`config.mk`:
```
export PLATFORM = sky130hd
export DESIGN_NAME = key_long_press_auto_repeat
export DESIGN_NICKNAME = d
export VERILOG_FILES = /design/src/design/klpar_pkg.sv /design/src/design/klpar_core.sv /design/src/design/klpar_out.sv /design/src/design/key_long_press_auto_repeat.sv
export VERILOG_INCLUDE_DIRS = /design/src /design/src/design
export SDC_FILE = /design/constraint.sdc
export NUM_CORES = 1
export LEC_CHECK = 0
export BUFFER_PORTS_ARGS = -buffer_cell sky130_fd_sc_hd__buf_4
export CORE_AREA = 5 5 211 213
export CTS_CLUSTER_SIZE = 28
export DETAILED_ROUTE_END_ITERATION = 7
export DIE_AREA = 0 0 216 218
export SKIP_LAST_GASP = 1
export SYNTH_ARGS = -nofsm -noshare
export SYNTH_HDL_FRONTEND = slang
export SYNTH_HIERARCHICAL = 1
export SYNTH_SLANG_ARGS = --single-unit
```
`constraint.sdc`:
```
create_clock -name i_clk -period 5.3 [get_ports i_clk]
set_input_delay 0.795 -clock i_clk [delete_from_list [all_inputs] [get_ports i_clk]]
set_output_delay 0.795 -clock i_clk [all_outputs]
set_load 0.005 [all_outputs]
```
`src/design/key_long_press_auto_repeat_macros.svh`:
```
// Assertion macros shared by the key long-press and auto-repeat design.
`ifndef KEY_LONG_PRESS_AUTO_REPEAT_MACROS_SVH
`define KEY_LONG_PRESS_AUTO_REPEAT_MACROS_SVH

// Same-cycle implication, checked on the rising edge of i_clk outside reset.
`define KLPAR_ASSERT_SAME(lbl, ante, cons, msg) \
    lbl: assert property (@(posedge i_clk) disable iff (!i_rst_n) (ante) |-> (cons)) \
        else $error(msg);

// Next-cycle implication, checked on the rising edge of i_clk outside reset.
`define KLPAR_ASSERT_NEXT(lbl, ante, cons, msg) \
    lbl: assert property (@(posedge i_clk) disable iff (!i_rst_n) (ante) |=> (cons)) \
        else $error(msg);

`endif

```
`src/design/klpar_pkg.sv`:
```
// Package with the key table, result types and lookup functions.
`default_nettype none

package klpar_pkg;

    localparam int KEY_ENTRIES = 17;
    localparam int TABLE_ROWS  = 17;
    localparam int SEARCH_ROWS = (KEY_ENTRIES < TABLE_ROWS) ? KEY_ENTRIES : TABLE_ROWS;
    localparam int ENTRY_W     = 5;
    localparam int KEY_W       = 25;
    localparam int ARROW_FIRST = 5;
    localparam int ARROW_ROWS  = 4;
    localparam int MAX_RESULTS = 3;

    localparam logic [KEY_W-1:0] KEY_NONE = 25'h1FFFFFF;
    localparam logic [1:0]  FLAG_LONG     = 2'h1;
    localparam logic [1:0]  FLAG_REP      = 2'h2;
    localparam logic [15:0] EV_KEY        = 16'd1;
    localparam logic [15:0] LONG_MS_RST   = 16'd1000;
    localparam logic [15:0] REPEAT_MS_RST = 16'd600;
    localparam logic [1:0]  ROT_90        = 2'd1;
    localparam logic [1:0]  ROT_270       = 2'd3;

    typedef enum logic [1:0] {
        MAP_UPRIGHT,
        MAP_QUARTER,
        MAP_THREE_QUARTER
    } t_map;

    typedef enum logic [1:0] {
        CFG_ROTATION,
        CFG_LONG_MS,
        CFG_REPEAT_MS
    } t_cfg_idx;

    typedef struct packed {
        logic        action;
        logic [15:0] event_type;
        logic [9:0]  raw_code;
        logic [1:0]  raw_value;
    } t_item;

    typedef struct packed {
        logic [1:0]  rotation;
        logic [15:0] long_ms;
        logic [15:0] repeat_ms;
    } t_cfg;

    typedef struct packed {
        logic [KEY_W-1:0] mapped_key;
        logic             is_press;
        logic             is_repeat;
    } t_result;

    typedef struct packed {
        logic [1:0]                   cnt;
        t_result [MAX_RESULTS-1:0]    res;
    } t_grp;

    typedef struct packed {
        logic               found;
        logic [ENTRY_W-1:0] idx;
    } t_hit;

    localparam logic [9:0] ROW_CODE [TABLE_ROWS] = '{
        10'd139, 10'd1,   10'd28,  10'd104, 10'd109, 10'd103, 10'd108, 10'd105, 10'd106,
        10'd115, 10'd114, 10'd191, 10'd192, 10'd193, 10'd194, 10'd116, 10'd190
    };

    localparam logic [KEY_W-1:0] ROW_KEY [TABLE_ROWS] = '{
        25'h1000055, 25'h1000000, 25'h1000004, 25'h1000016, 25'h1000017,
        25'h1000013, 25'h1000015, 25'h1000012, 25'h1000014, 25'h1000072,
        25'h1000070, 25'h1000044, 25'h1000045, 25'h1000046, 25'h1000047,
        25'h1000052, 25'h1000043
    };

    localparam logic [KEY_W-1:0] ROW_LKEY [TABLE_ROWS] = '{
        25'h1000094, 25'h1000010, 25'h1000063, KEY_NONE, KEY_NONE,
        25'h1000013, 25'h1000015, 25'h1000012, 25'h1000014, 25'h1000009,
        25'h1000009, KEY_NONE, KEY_NONE, KEY_NONE, KEY_NONE,
        25'h1020004, KEY_NONE
    };

    localparam logic [1:0] ROW_FLAGS [TABLE_ROWS] = '{
        FLAG_LONG, FLAG_LONG, FLAG_LONG, 2'h0, 2'h0, FLAG_REP, FLAG_REP, FLAG_REP,
        FLAG_REP, FLAG_LONG, FLAG_LONG, 2'h0, 2'h0, FLAG_REP, 2'h0, FLAG_LONG, 2'h0
    };

    // Arrow keys in up, down, left, right row order for each map.
    localparam logic [KEY_W-1:0] ARROW_KEY [3][ARROW_ROWS] = '{
        '{25'h1000013, 25'h1000015, 25'h1000012, 25'h1000014},
        '{25'h1000014, 25'h1000012, 25'h1000013, 25'h1000015},
        '{25'h1000012, 25'h1000014, 25'h1000015, 25'h1000013}
    };

    function automatic t_map map_of(input logic [1:0] rot);
        t_map m;
        case (rot)
            ROT_90:  m = MAP_QUARTER;
            ROT_270: m = MAP_THREE_QUARTER;
            default: m = MAP_UPRIGHT;
        endcase
        return m;
    endfunction

    // First table row whose code matches; codes in the table are distinct.
    function automatic t_hit find_row(input logic [9:0] code);
        t_hit h;
        h = '0;
        for (int i = SEARCH_ROWS - 1; i >= 0; i--) begin
            if (ROW_CODE[i] == code) begin
                h.found = 1'b1;
                h.idx   = ENTRY_W'(i);
            end
        end
        return h;
    endfunction

    function automatic logic [KEY_W-1:0] key_of(input t_map tbl,
                                                input logic [ENTRY_W-1:0] idx,
                                                input logic lng);
        logic [KEY_W-1:0]   k;
        logic [ENTRY_W-1:0] off;
        k   = KEY_NONE;
        off = idx - ENTRY_W'(ARROW_FIRST);
        if (idx < ENTRY_W'(TABLE_ROWS)) begin
            if (idx >= ENTRY_W'(ARROW_FIRST) && idx < ENTRY_W'(ARROW_FIRST + ARROW_ROWS)) begin
                k = ARROW_KEY[tbl][off[1:0]];
            end else if (lng) begin
                k = ROW_LKEY[idx];
            end else begin
                k = ROW_KEY[idx];
            end
        end
        return k;
    endfunction

    function automatic t_result mk_res(input logic [KEY_W-1:0] key,
                                       input logic press, input logic rep);
        t_result r;
        r.mapped_key = key;
        r.is_press   = press;
        r.is_repeat  = rep;
        return r;
    endfunction

endpackage

`default_nettype wire

```
`src/design/klpar_core.sv`:
```
// Key state and timers; turns one registered item into a group of results.
`default_nettype none

module klpar_core (
    input  wire logic              i_clk,
    input  wire logic              i_rst_n,
    input  wire logic              i_go,
    input  wire klpar_pkg::t_item  i_item,
    input  wire klpar_pkg::t_cfg   i_cfg,
    output klpar_pkg::t_grp        o_grp
);
    import klpar_pkg::*;

    `include "key_long_press_auto_repeat_macros.svh"

    logic               r_held_valid, n_held_valid;
    logic [ENTRY_W-1:0] r_held_entry, n_held_entry;
    t_map               r_held_map, n_held_map;
    logic [15:0]        r_long_count, n_long_count;
    logic               r_long_running, n_long_running;
    logic [15:0]        r_repeat_count, n_repeat_count;
    logic               r_repeat_running, n_repeat_running;

    t_hit w_hit;
    t_map w_map;
    logic w_key_hit;
    logic w_press_go;
    logic w_release_go;

    assign w_hit        = find_row(i_item.raw_code);
    assign w_map        = map_of(i_cfg.rotation);
    assign w_key_hit    = !i_item.action && (i_item.event_type == EV_KEY) && w_hit.found;
    assign w_press_go   = i_go && w_key_hit && (i_item.raw_value != 2'd0);
    assign w_release_go = i_go && w_key_hit && (i_item.raw_value == 2'd0);

    always_comb begin
        logic [1:0]       v_n;
        logic             v_started;
        logic [KEY_W-1:0] v_key;

        n_held_valid     = r_held_valid;
        n_held_entry     = r_held_entry;
        n_held_map       = r_held_map;
        n_long_count     = r_long_count;
        n_long_running   = r_long_running;
        n_repeat_count   = r_repeat_count;
        n_repeat_running = r_repeat_running;
        o_grp            = '0;
        v_n              = 2'd0;
        v_started        = 1'b0;
        v_key            = '0;

        if (!i_item.action) begin
            if (w_key_hit) begin
                if (i_item.raw_value != 2'd0) begin
                    n_held_valid   = 1'b1;
                    n_held_entry   = w_hit.idx;
                    n_held_map     = w_map;
                    o_grp.res[0]   = mk_res(key_of(w_map, w_hit.idx, 1'b0), 1'b1, 1'b0);
                    v_n            = 2'd1;
                    n_long_count   = i_cfg.long_ms;
                    n_long_running = 1'b1;
                end else begin
                    // A consumed long-press key gives no release of its own.
                    if ((ROW_FLAGS[w_hit.idx] & FLAG_LONG) == 2'h0 || r_held_valid) begin
                        o_grp.res[0] = mk_res(key_of(w_map, w_hit.idx, 1'b0), 1'b0, 1'b0);
                        v_n          = 2'd1;
                    end
                    n_held_valid     = 1'b0;
                    n_long_running   = 1'b0;
                    n_long_count     = 16'd0;
                    n_repeat_running = 1'b0;
                    n_repeat_count   = 16'd0;
                end
            end
        end else begin
            if (r_long_running) begin
                if (r_long_count <= 16'd1) begin
                    n_long_running = 1'b0;
                    n_long_count   = 16'd0;
                    if (r_held_valid && r_held_entry < ENTRY_W'(TABLE_ROWS)) begin
                        if ((ROW_FLAGS[r_held_entry] & FLAG_REP) != 2'h0) begin
                            n_repeat_count   = i_cfg.repeat_ms;
                            n_repeat_running = 1'b1;
                            v_started        = 1'b1;
                        end else begin
                            v_key = key_of(r_held_map, r_held_entry, 1'b1);
                            if (v_key != KEY_NONE) begin
                                o_grp.res[0] = mk_res(v_key, 1'b0, 1'b0);
                                v_n          = 2'd1;
                                n_held_valid = 1'b0;
                            end
                        end
                    end
                end else begin
                    n_long_count = r_long_count - 16'd1;
                end
            end
            // A repeat timer started on this tick does not count yet.
            if (r_repeat_running && !v_started) begin
                if (r_repeat_count <= 16'd1) begin
                    v_key                = key_of(r_held_map, r_held_entry, 1'b0);
                    o_grp.res[v_n]       = mk_res(v_key, 1'b0, 1'b1);
                    o_grp.res[v_n+2'd1]  = mk_res(v_key, 1'b1, 1'b1);
                    v_n                  = v_n + 2'd2;
                    n_repeat_count       = i_cfg.repeat_ms;
                end else begin
                    n_repeat_count = r_repeat_count - 16'd1;
                end
            end
        end
        o_grp.cnt = v_n;
    end

    always_ff @(posedge i_clk) begin
        if (!i_rst_n) begin
            r_held_valid     <= 1'b0;
            r_held_entry     <= '0;
            r_held_map       <= MAP_UPRIGHT;
            r_long_count     <= 16'd0;
            r_long_running   <= 1'b0;
            r_repeat_count   <= 16'd0;
            r_repeat_running <= 1'b0;
        end else if (i_go) begin
            r_held_valid     <= n_held_valid;
            r_held_entry     <= n_held_entry;
            r_held_map       <= n_held_map;
            r_long_count     <= n_long_count;
            r_long_running   <= n_long_running;
            r_repeat_count   <= n_repeat_count;
            r_repeat_running <= n_repeat_running;
        end
    end

    `KLPAR_ASSERT_NEXT(a_press_holds, w_press_go,
        r_held_valid && r_long_running, "press did not hold the key")
    `KLPAR_ASSERT_NEXT(a_release_stops, w_release_go,
        !r_long_running && !r_repeat_running && !r_held_valid, "release left a timer running")
    `KLPAR_ASSERT_SAME(a_key_one_result, !i_item.action,
        o_grp.cnt <= 2'd1, "key event made more than one result")

endmodule

`default_nettype wire

```
`src/design/klpar_out.sv`:
```
// Result group register that hands out one result per output beat.
`default_nettype none

module klpar_out (
    input  wire logic                      i_clk,
    input  wire logic                      i_rst_n,
    input  wire logic                      i_load,
    input  wire klpar_pkg::t_grp           i_grp,
    output logic                           o_free,
    output logic                           o_valid,
    input  wire logic                      i_ready,
    output logic [klpar_pkg::KEY_W-1:0]    o_mapped_key,
    output logic                           o_is_press,
    output logic                           o_is_repeat,
    output logic                           o_last
);
    import klpar_pkg::*;

    `include "key_long_press_auto_repeat_macros.svh"

    t_grp       r_grp;
    logic       r_valid, n_valid;
    logic [1:0] r_pos, n_pos;
    logic       w_last;
    logic       w_take;
    t_result    w_cur;

    assign w_last = (r_pos == r_grp.cnt - 2'd1);
    assign w_take = r_valid && i_ready;
    assign o_free = !r_valid || (w_take && w_last);
    assign w_cur  = r_grp.res[r_pos];

    assign o_valid      = r_valid;
    assign o_mapped_key = w_cur.mapped_key;
    assign o_is_press   = w_cur.is_press;
    assign o_is_repeat  = w_cur.is_repeat;
    assign o_last       = w_last;

    always_comb begin
        n_valid = r_valid;
        n_pos   = r_pos;
        if (w_take) begin
            if (w_last) begin
                n_valid = 1'b0;
            end else begin
                n_pos = r_pos + 2'd1;
            end
        end
        if (i_load) begin
            n_valid = (i_grp.cnt != 2'd0);
            n_pos   = 2'd0;
        end
    end

    always_ff @(posedge i_clk) begin
        if (!i_rst_n) begin
            r_valid <= 1'b0;
            r_pos   <= 2'd0;
        end else begin
            r_valid <= n_valid;
            r_pos   <= n_pos;
        end
    end

    always_ff @(posedge i_clk) begin
        if (i_load) begin
            r_grp <= i_grp;
        end
    end

    `KLPAR_ASSERT_SAME(a_group_nonempty, r_valid, r_grp.cnt != 2'd0, "empty group shown as valid")
    `KLPAR_ASSERT_SAME(a_pos_in_group, r_valid, r_pos < r_grp.cnt, "result position past group end")
    `KLPAR_ASSERT_NEXT(a_drain_empties, w_take && w_last && !i_load,
        !r_valid, "group not released after last beat")

endmodule

`default_nettype wire

```
`src/design/key_long_press_auto_repeat.sv`:
```
// Top level of the key long-press and auto-repeat block.
`default_nettype none

// The block takes one input beat per cycle while its input register can take
// one: a raw key event or a millisecond tick. A beat is held in the input
// register, then the key table lookup, the long-press and repeat timers and the
// result group are worked out combinationally and the group (zero to three
// results) is loaded into the output register. Results leave one per output
// beat, and the output port sets the sustained rate. A new input beat is taken
// while the last result of the previous group is being handed over. There is
// no clearing pass after reset. Configuration writes are always accepted;
// index 0 sets rotation, 1 the long-press time and 2 the repeat interval, in
// ticks, and writes to other indexes are dropped. Write configuration only
// while the block is idle.
module key_long_press_auto_repeat (
    input  wire logic                      i_clk,
    input  wire logic                      i_rst_n,
    // Input item channel.
    input  wire logic                      i_in_valid,
    output logic                           o_in_ready,
    input  wire logic                      i_action,
    input  wire logic [15:0]               i_event_type,
    input  wire logic [9:0]                i_raw_code,
    input  wire logic [1:0]                i_raw_value,
    // Configuration write channel.
    input  wire logic                      i_cfg_valid,
    output logic                           o_cfg_ready,
    input  wire logic [1:0]                i_cfg_index,
    input  wire logic [15:0]               i_cfg_data,
    // Result channel.
    output logic                           o_out_valid,
    input  wire logic                      i_out_ready,
    output logic [klpar_pkg::KEY_W-1:0]    o_mapped_key,
    output logic                           o_is_press,
    output logic                           o_is_repeat,
    output logic                           o_last
);
    import klpar_pkg::*;

    // Configuration registers.
    t_cfg  r_cfg;

    // Input register.
    logic  r_in_valid, n_in_valid;
    t_item r_item;

    logic  w_free;
    logic  w_go;
    logic  w_in_take;
    t_grp  w_grp;

    assign o_cfg_ready = 1'b1;

    always_ff @(posedge i_clk) begin
        if (!i_rst_n) begin
            r_cfg.rotation  <= 2'd0;
            r_cfg.long_ms   <= LONG_MS_RST;
            r_cfg.repeat_ms <= REPEAT_MS_RST;
        end else if (i_cfg_valid) begin
            case (t_cfg_idx'(i_cfg_index))
                CFG_ROTATION:  r_cfg.rotation  <= i_cfg_data[1:0];
                CFG_LONG_MS:   r_cfg.long_ms   <= i_cfg_data;
                CFG_REPEAT_MS: r_cfg.repeat_ms <= i_cfg_data;
                default: begin
                end
            endcase
        end
    end

    // The held item is processed as soon as the output register can take its
    // whole group, which is also when the input register can refill.
    assign w_go       = r_in_valid && w_free;
    assign o_in_ready = !r_in_valid || w_free;
    assign w_in_take  = i_in_valid && o_in_ready;

    always_comb begin
        n_in_valid = r_in_valid;
        if (w_in_take) begin
            n_in_valid = 1'b1;
        end else if (w_go) begin
            n_in_valid = 1'b0;
        end
    end

    always_ff @(posedge i_clk) begin
        if (!i_rst_n) begin
            r_in_valid <= 1'b0;
        end else begin
            r_in_valid <= n_in_valid;
        end
    end

    always_ff @(posedge i_clk) begin
        if (w_in_take) begin
            r_item.action     <= i_action;
            r_item.event_type <= i_event_type;
            r_item.raw_code   <= i_raw_code;
            r_item.raw_value  <= i_raw_value;
        end
    end

    // Key state, timers and result generation.
    klpar_core u_core (
        .i_clk   (i_clk),
        .i_rst_n (i_rst_n),
        .i_go    (w_go),
        .i_item  (r_item),
        .i_cfg   (r_cfg),
        .o_grp   (w_grp)
    );

    // Result group register and serializer.
    klpar_out u_out (
        .i_clk        (i_clk),
        .i_rst_n      (i_rst_n),
        .i_load       (w_go),
        .i_grp        (w_grp),
        .o_free       (w_free),
        .o_valid      (o_out_valid),
        .i_ready      (i_out_ready),
        .o_mapped_key (o_mapped_key),
        .o_is_press   (o_is_press),
        .o_is_repeat  (o_is_repeat),
        .o_last       (o_last)
    );

endmodule

`default_nettype wire

```
Word level (Yosys, flattened, before mapping)
Memories as Yosys holds them, arrays and structs flattened.
Index checks and enable logic that the tools add are counted.

operators by class
  bitwise gates (word level) = 9
  divide/modulo/power cells = 0
  multiplexer cells = 128
  add/subtract/negate cells = 8
  multiply operators = 0
  magnitude comparators = 19
  reduce and logical (&&, ||, !) cells = 40
  equality and inequality tests = 35
  shift operators = 0

operators by type and width
  cell                     number
  $mux W25                 24
  $mux W27                 15
  $bmux W100 S2            2
  $mux W100                4
  $mux W16                 14
  $bwmux W81               2
  $demux W27 S2            2
  $mux W6                  17
  $bmux W25 S2             2
  $eq A7 B10 Y1 const A    9
  $eq A8 B10 Y1 const A    6
  $bmux W27 S2             1
  $le A16 B1 Y1 const B    2
  $mux W1                  32
  $sub A16 B1 Y16 const B  2
  $ne A25 B25 Y1 const B   1
  $mux W2                  12
  $reduce_and A7 Y1        3
  $eq A16 B1 Y1 const B    1
  $ge A3 B3 Y1 const B     4
  $ge A6 B6 Y1 const B     2
  $logic_and A1 B1 Y1      12
  $ne A3 B1 Y1 const B     4
  $not A2 Y3               4
  26 further kinds         62

storage, ports and cells
  memories = 5
  register bits = 192
  word-level logic and storage cells = 271
  ROM bits = 2,528
  bits in latches = 0
  output and inout port bits = 31
  memory bits (writable) = 0

memories
  name             words  width  read ports  clocked after memory_dff  wr ports  RTL line          RTL
  (no name shown)  32     25     1           0                         0         klpar_pkg.sv:130  k = ROW_LKEY[idx];
  (no name shown)  32     25     1           0                         0         klpar_pkg.sv:132  k = ROW_KEY[idx];
  (no name shown)  32     25     1           0                         0         klpar_pkg.sv:132
  (no name shown)  32     2      1           0                         0         klpar_core.sv:82  if ((ROW_FLAGS[r_held_entry] & FLAG_REP) != 2'h0) begin
  (no name shown)  32     2      1           0                         0         klpar_core.sv:65  if ((ROW_FLAGS[w_hit.idx] & FLAG_LONG) == 2'h0 || r_held_valid) begin

Depth between registers and ports, before layout
  depth after elaboration = 30
  depth in mapped cells = 15

Hierarchy
The synthesis kept the hierarchy.

modules (own cells, without submodules)
  module                      area each (sq um)  cells each  instances
  klpar_core                  4,875.9            681         1
  klpar_out                   3,290.7            201         1
  key_long_press_auto_repeat  2,287.2            175         1

Worst setup path before layout
OpenSTA, ideal clock, no wires.

  kind = register to register
  from = reg u_out.r_pos[1]
  to = reg u_core.r_long_count[6]
  arrival = 4.736 ns
  path buffers = 2
  period minus slack after synthesis = 4.810 ns
  cell stages (with the launch flop) = 12
  setup slack = 0.490 ns
  required time = 5.226 ns
  path through = dfxtp_1 > buf_6 > xor2_2 > mux2i_1 > a21bo_1 > and2_1 > and4_1 > o41ai_2 > and2_1 > buf_6 > or4_1 > a31oi_1

between the ends
  cells in the longest elaborated chain, start to end = 5

ends and longest elaborated chain
  item                         RTL line                          RTL
  from (decl)                  klpar_out.sv:23                   logic [1:0] r_pos, n_pos;
  from (signal assigned)       klpar_out.sv:61                   r_pos <= n_pos;
  $eq A2 B2 Y1                 klpar_out.sv:28                   assign w_last = (r_pos == r_grp.cnt - 2'd1);
  net o_last                   key_long_press_auto_repeat.sv:36  output logic o_last
  $logic_and A1 B1 Y1          klpar_out.sv:30                   assign o_free = !r_valid || (w_take && w_last);
  $logic_or A1 B1 Y1           klpar_out.sv:30
  net w_free                   key_long_press_auto_repeat.sv:47  logic w_free;
  $logic_and A1 B1 Y1          key_long_press_auto_repeat.sv:72  assign w_go = r_in_valid && w_free;
  net w_go                     key_long_press_auto_repeat.sv:48  logic w_go;
  $reduce_and A3 Y1 (no line)  n/a
  to (signal assigned)         klpar_core.sv:128                 r_long_count <= n_long_count;
  to (decl)                    klpar_core.sv:19                  logic [15:0] r_long_count, n_long_count;

The timed path passes the listed nets, and every way through them passes these cells.
A chain may end at the register's enable or synchronous reset.

Worst setup path in the final report
  from = reg u_core.r_held_entry[0]
  to = reg u_out/r_grp[21] in the netlist's numbering (data pin)

between the ends
  cells in the longest elaborated chain, start to end = 28
  elaborated cells between the ends (all ways) = 68

ends and longest elaborated chain
  item                                                      RTL line           RTL
  from (decl)                                               klpar_core.sv:17   logic [ENTRY_W-1:0] r_held_entry, n_held_entry;
  from (signal assigned)                                    klpar_core.sv:126  r_held_entry <= n_held_entry;
  branches (longest 26 deep; another with $mem_v2 Z32 W25)  n/a
  $mux W27 *                                                klpar_core.sv:100  if (r_repeat_running && !v_started) begin
  $mux W27 *                                                klpar_core.sv:53   if (!i_item.action) begin
  to (signal assigned)                                      klpar_out.sv:67    r_grp <= i_grp;
  to (decl)                                                 klpar_out.sv:21    t_grp r_grp;

Every way passes the cells marked *. The select of a mux whose other input is x is not followed.

==> results by group <==
STA
  • RSZ-0062 raised after global routing: false
  • Final Cycle Share: between 70% and 80%
  • Slew margin rel.: 22.78%
  • Worst slew pin tran: between 1 and 1.5 ns
  • Slew Limit Fails: 0
  • Final setup viols: 0
  • F_max: about 240 MHz
  • Setup tns final: 0 ns
  • Minimum clock period: 4.102 ns
  • Worst clock skew: 0.01553 ns
  • Worst hold slack: 0.4676 ns
  • Hold Violations, Final: 0

Critical path
  • Crit path DAT: 4.20 ns
  • CP Data Required Time: around 5.4 ns
  • CP Max Fanout: 19
  • Crit end category: register
  • Worst setup SP type: register
  • Crit Path Class: register to register

CTS
  • Clock buffer depth: 2
  • CTS Hold Bufs: 0
  • Htree depth: 4
  • CTS tree: done
  • Number of setup buffers added after CTS: 0
  • Worst-path clk slew: 0.08 ns
  • CTS root buf: clkbuf_16
  • Num CTS Buffers: 17
  • Worst-Skew Late Latency: 0.44 ns
  • Clock sinks: 192
  • Cts repair resizes: 0

Pwr
  • Max rail drop VDD: 0.1973 mV
  • Combinational Power Share: 4.7%
  • Leak pwr: 4.354 nW
  • Switching part of the total: 24.44%
  • Int Pwr: 2.296 mW
  • Clock network power share: 41.0%
  • Pwr dens: 258.5 nW/um^2
  • Switch Pwr: 0.7428 mW
  • Pwr Total: 3.039 mW
  • Sequential Power Share: 54.2%

Layout
  • Post-route design area: 11760 sq um
  • Antenna diode instance count: 0
  • Layout net count: approximately 1100
  • Area grow syn2layout: 12.45%
  • Layout cells sized above 1: 14.43%
  • # fillers: 4444

Routing
  • Pre-antenna DRT Iters: 5
  • Routed len/inst: about 16 microns
  • Post-DRT Antenna Nets: 0
  • Via count: 7746
  • Via density: 4.761
  • Final Routed Wirelength: between 20 and 30 mm
  • Starting DRT DRC Count: slightly above 500
  • Residual DRC: 0

Floorplan
  • Starting Density: 24.59%
  • DIE AREA: 47090 sq um
  • Die X: approximately 220 microns
  • Row count: 76
  • Die H: 218 microns
  • Core area: ~43000 sq um
  • Ports: 83

Logic synthesis
  • Number of synthesized flops with an enable pin: 112
  • Flops & latches, synth: ~190
  • Synthesized instance count: about 1100
  • Synth cell types: 91
  • Synth Cell Area: 10450 sq um
  • Area leader, netlist: edfxtp_1
  • Post-synthesis simple-gate area fraction: between 15 and 20%
  • Synth warn: 6
  • Dominant cells by area after synthesis: edfxtp_1 (32%), dfxtp_1 (15%), mux2i_1 (6.8%)
  • Count leader, synth: nand2_1
  • Synth Flop Type: edfxtp_1
  • Synth cell count leaders: nand2_1 (129), edfxtp_1 (112), dfxtp_1 (80), nor2_1 (74), mux2i_1 (71)
  • Yosys top cell area share: 32.17%
  • FFs w/ async S/R, synth: 0%
  • Fraction of the mapped netlist area in compound gates: 15.33%
  • Synth Area in XOR/XNOR: 1.245%
  • Largest family of logic cells by synthesized area: simple AND/OR/NAND/NOR gates
  • Synth Area in Adders: 2.633%
  • Seq/Total Area, Yosys: approximately 47%
  • Mean post-synth cell area: 9.890 sq um
  • Mux cell area share after synthesis: between 7 and 8%

Global route
  • First-pass GRT wire length: 40.79 mm
  • Largest net degree at the start of global routing: 89
  • Total gr overflow: 0
  • Vias in the first global route: roughly 7400
  • Initial antenna violation count: 0
  • Total global-route track usage: 10.70%

Placed design
  • Area after DPL: 11180 sq um
  • Port Buffer Count: 81
  • Global placer's final weighted congestion: 0.8464
  • DP Wirelength: 18.14 mm

Hold path
  • Hold Crit Class: register to register

Flow run
  • Max-cap viol count: 0

Status
  • Status: finished, final reports clean
## registers in the layout (all words and copies together), names as in the netlist
register	flops
u_out/r_grp	83
r_cfg	34
r_item	29
u_core/r_long_count	16
u_core/r_repeat_count	16
u_core/r_held_entry	5
u_core/r_held_map	2
u_out/r_pos	2
r_in_valid	1
u_core/r_held_valid	1
u_core/r_long_running	1
u_core/r_repeat_running	1
u_out/o_valid	1
## cells in the final DEF, fill, tap and decap left out, types with 6 or more instances in the layout
| cell type | n |
|---|---|
| nand2_1 | 129 |
| edfxtp_1 | 112 |
| buf_4 | 91 |
| dfxtp_1 | 79 |
| nor2_1 | 74 |
| mux2i_1 | 71 |
| a21oi_1 | 53 |
| o21ai_0 | 33 |
| inv_1 | 31 |
| o21ai_1 | 31 |
| nor3_1 | 28 |
| nor2b_1 | 23 |
| ha_1 | 22 |
| a31oi_1 | 21 |
| conb_1 | 19 |
| o211ai_1 | 17 |
| clkbuf_16 | 17 |
| nor4_1 | 13 |
| nand3_1 | 12 |
| o22ai_1 | 10 |
| nand2b_1 | 9 |
| and2_1 | 8 |
| nand4_1 | 7 |
| or3_1 | 7 |
| xnor2_1 | 7 |
| and3b_1 | 6 |
| nand4b_1 | 6 |
| and3_1 | 6 |
| a211oi_1 | 6 |
| o31ai_1 | 6 |
| a22oi_1 | 6 |
| xor2_1 | 6 |
## routing by layer
layer  routed length [microns]  part of all wire, %  vias to the layer above  global-route usage [%]
met4                       192                 0.76                        0                   2.714
met3                      1049                  4.1                       10                   2.402
met1                     12620                   50                     3751                   15.09
met2                     11560                   45                      167                   16.67
li1                          -                    -                     3818                       -
met5                         0                    0                        -                       0
## cell type report
type                            count  area, sq um  share of cell area (%)
Sequential cell                   192         4966                   42.25
Multi-Input combinational cell    734         4731                   40.24
Timing Repair Buffer               91        683.2                   5.812
Tap cell                          546        683.2                   5.812
Clock buffer                       17        425.4                   3.619
Clock inverter                     15        146.4                   1.245
Inverter                           32        120.1                   1.022
## per-stage QoR
step / util, % / cells / setup WS, ns
finish: 27.66 / 1627 / 1.198
global route: 27.66 / 1627 / 0.8294
CTS: 27.66 / 1627 / 1.179
detailed placement: 26.31 / 1595 / 1.209
global placement: 26.31 / 1595 / 1.390
floorplan: - / 1074 / 0.4899
## worst paths after layout
| kind | startpoint | to | slack [ns] | depth (start not counted) |
|---|---|---|---|---|
| setup reg to reg | u_core/r_held_entry[0] | u_out/r_grp[21] | 1.20 | 10 |
| hold reg to reg | r_cfg[7] | r_cfg[7] | 0.47 | 2 |
| setup / recovery | u_core/r_held_entry[0] | u_out/r_grp[21] | 1.20 | 10 |
| hold / removal | r_cfg[7] | r_cfg[7] | 0.47 | 2 |
## power groups by stage
stage	clock, mW	combinational [mW]	sequential [mW]
after floorplan	0	0.112	1.66
after global placement	0	0.142	1.68
after detailed placement	0	0.144	1.68
after CTS	1.29	0.144	1.65
after global routing	1.35	0.158	1.65
final	1.25	0.143	1.65
## critical path, cell delays in order, from the launching register on
cell and delay (ns):
dfxtp_1 0.61, inv_1 0.24, ha_1 0.39, mux2_2 0.33, o2111ai_1 0.12, nor4_2 0.08, nand4b_1 0.52, nor2_1 0.22
buf_4 0.25, o22ai_1 0.16, nor2_1 0.82
## cells by family (layout without fill, tap and decap cells)
group,count (synthesis),count (layout)
other cells,2,19
simple gates,363,363
buf+inv,148,155
fa+ha+maj,22,22
mux,78,78
compound gates,238,238
flops,192,192
xor+xnor,14,14
Note: power is estimated with default switching activity, not from simulation.
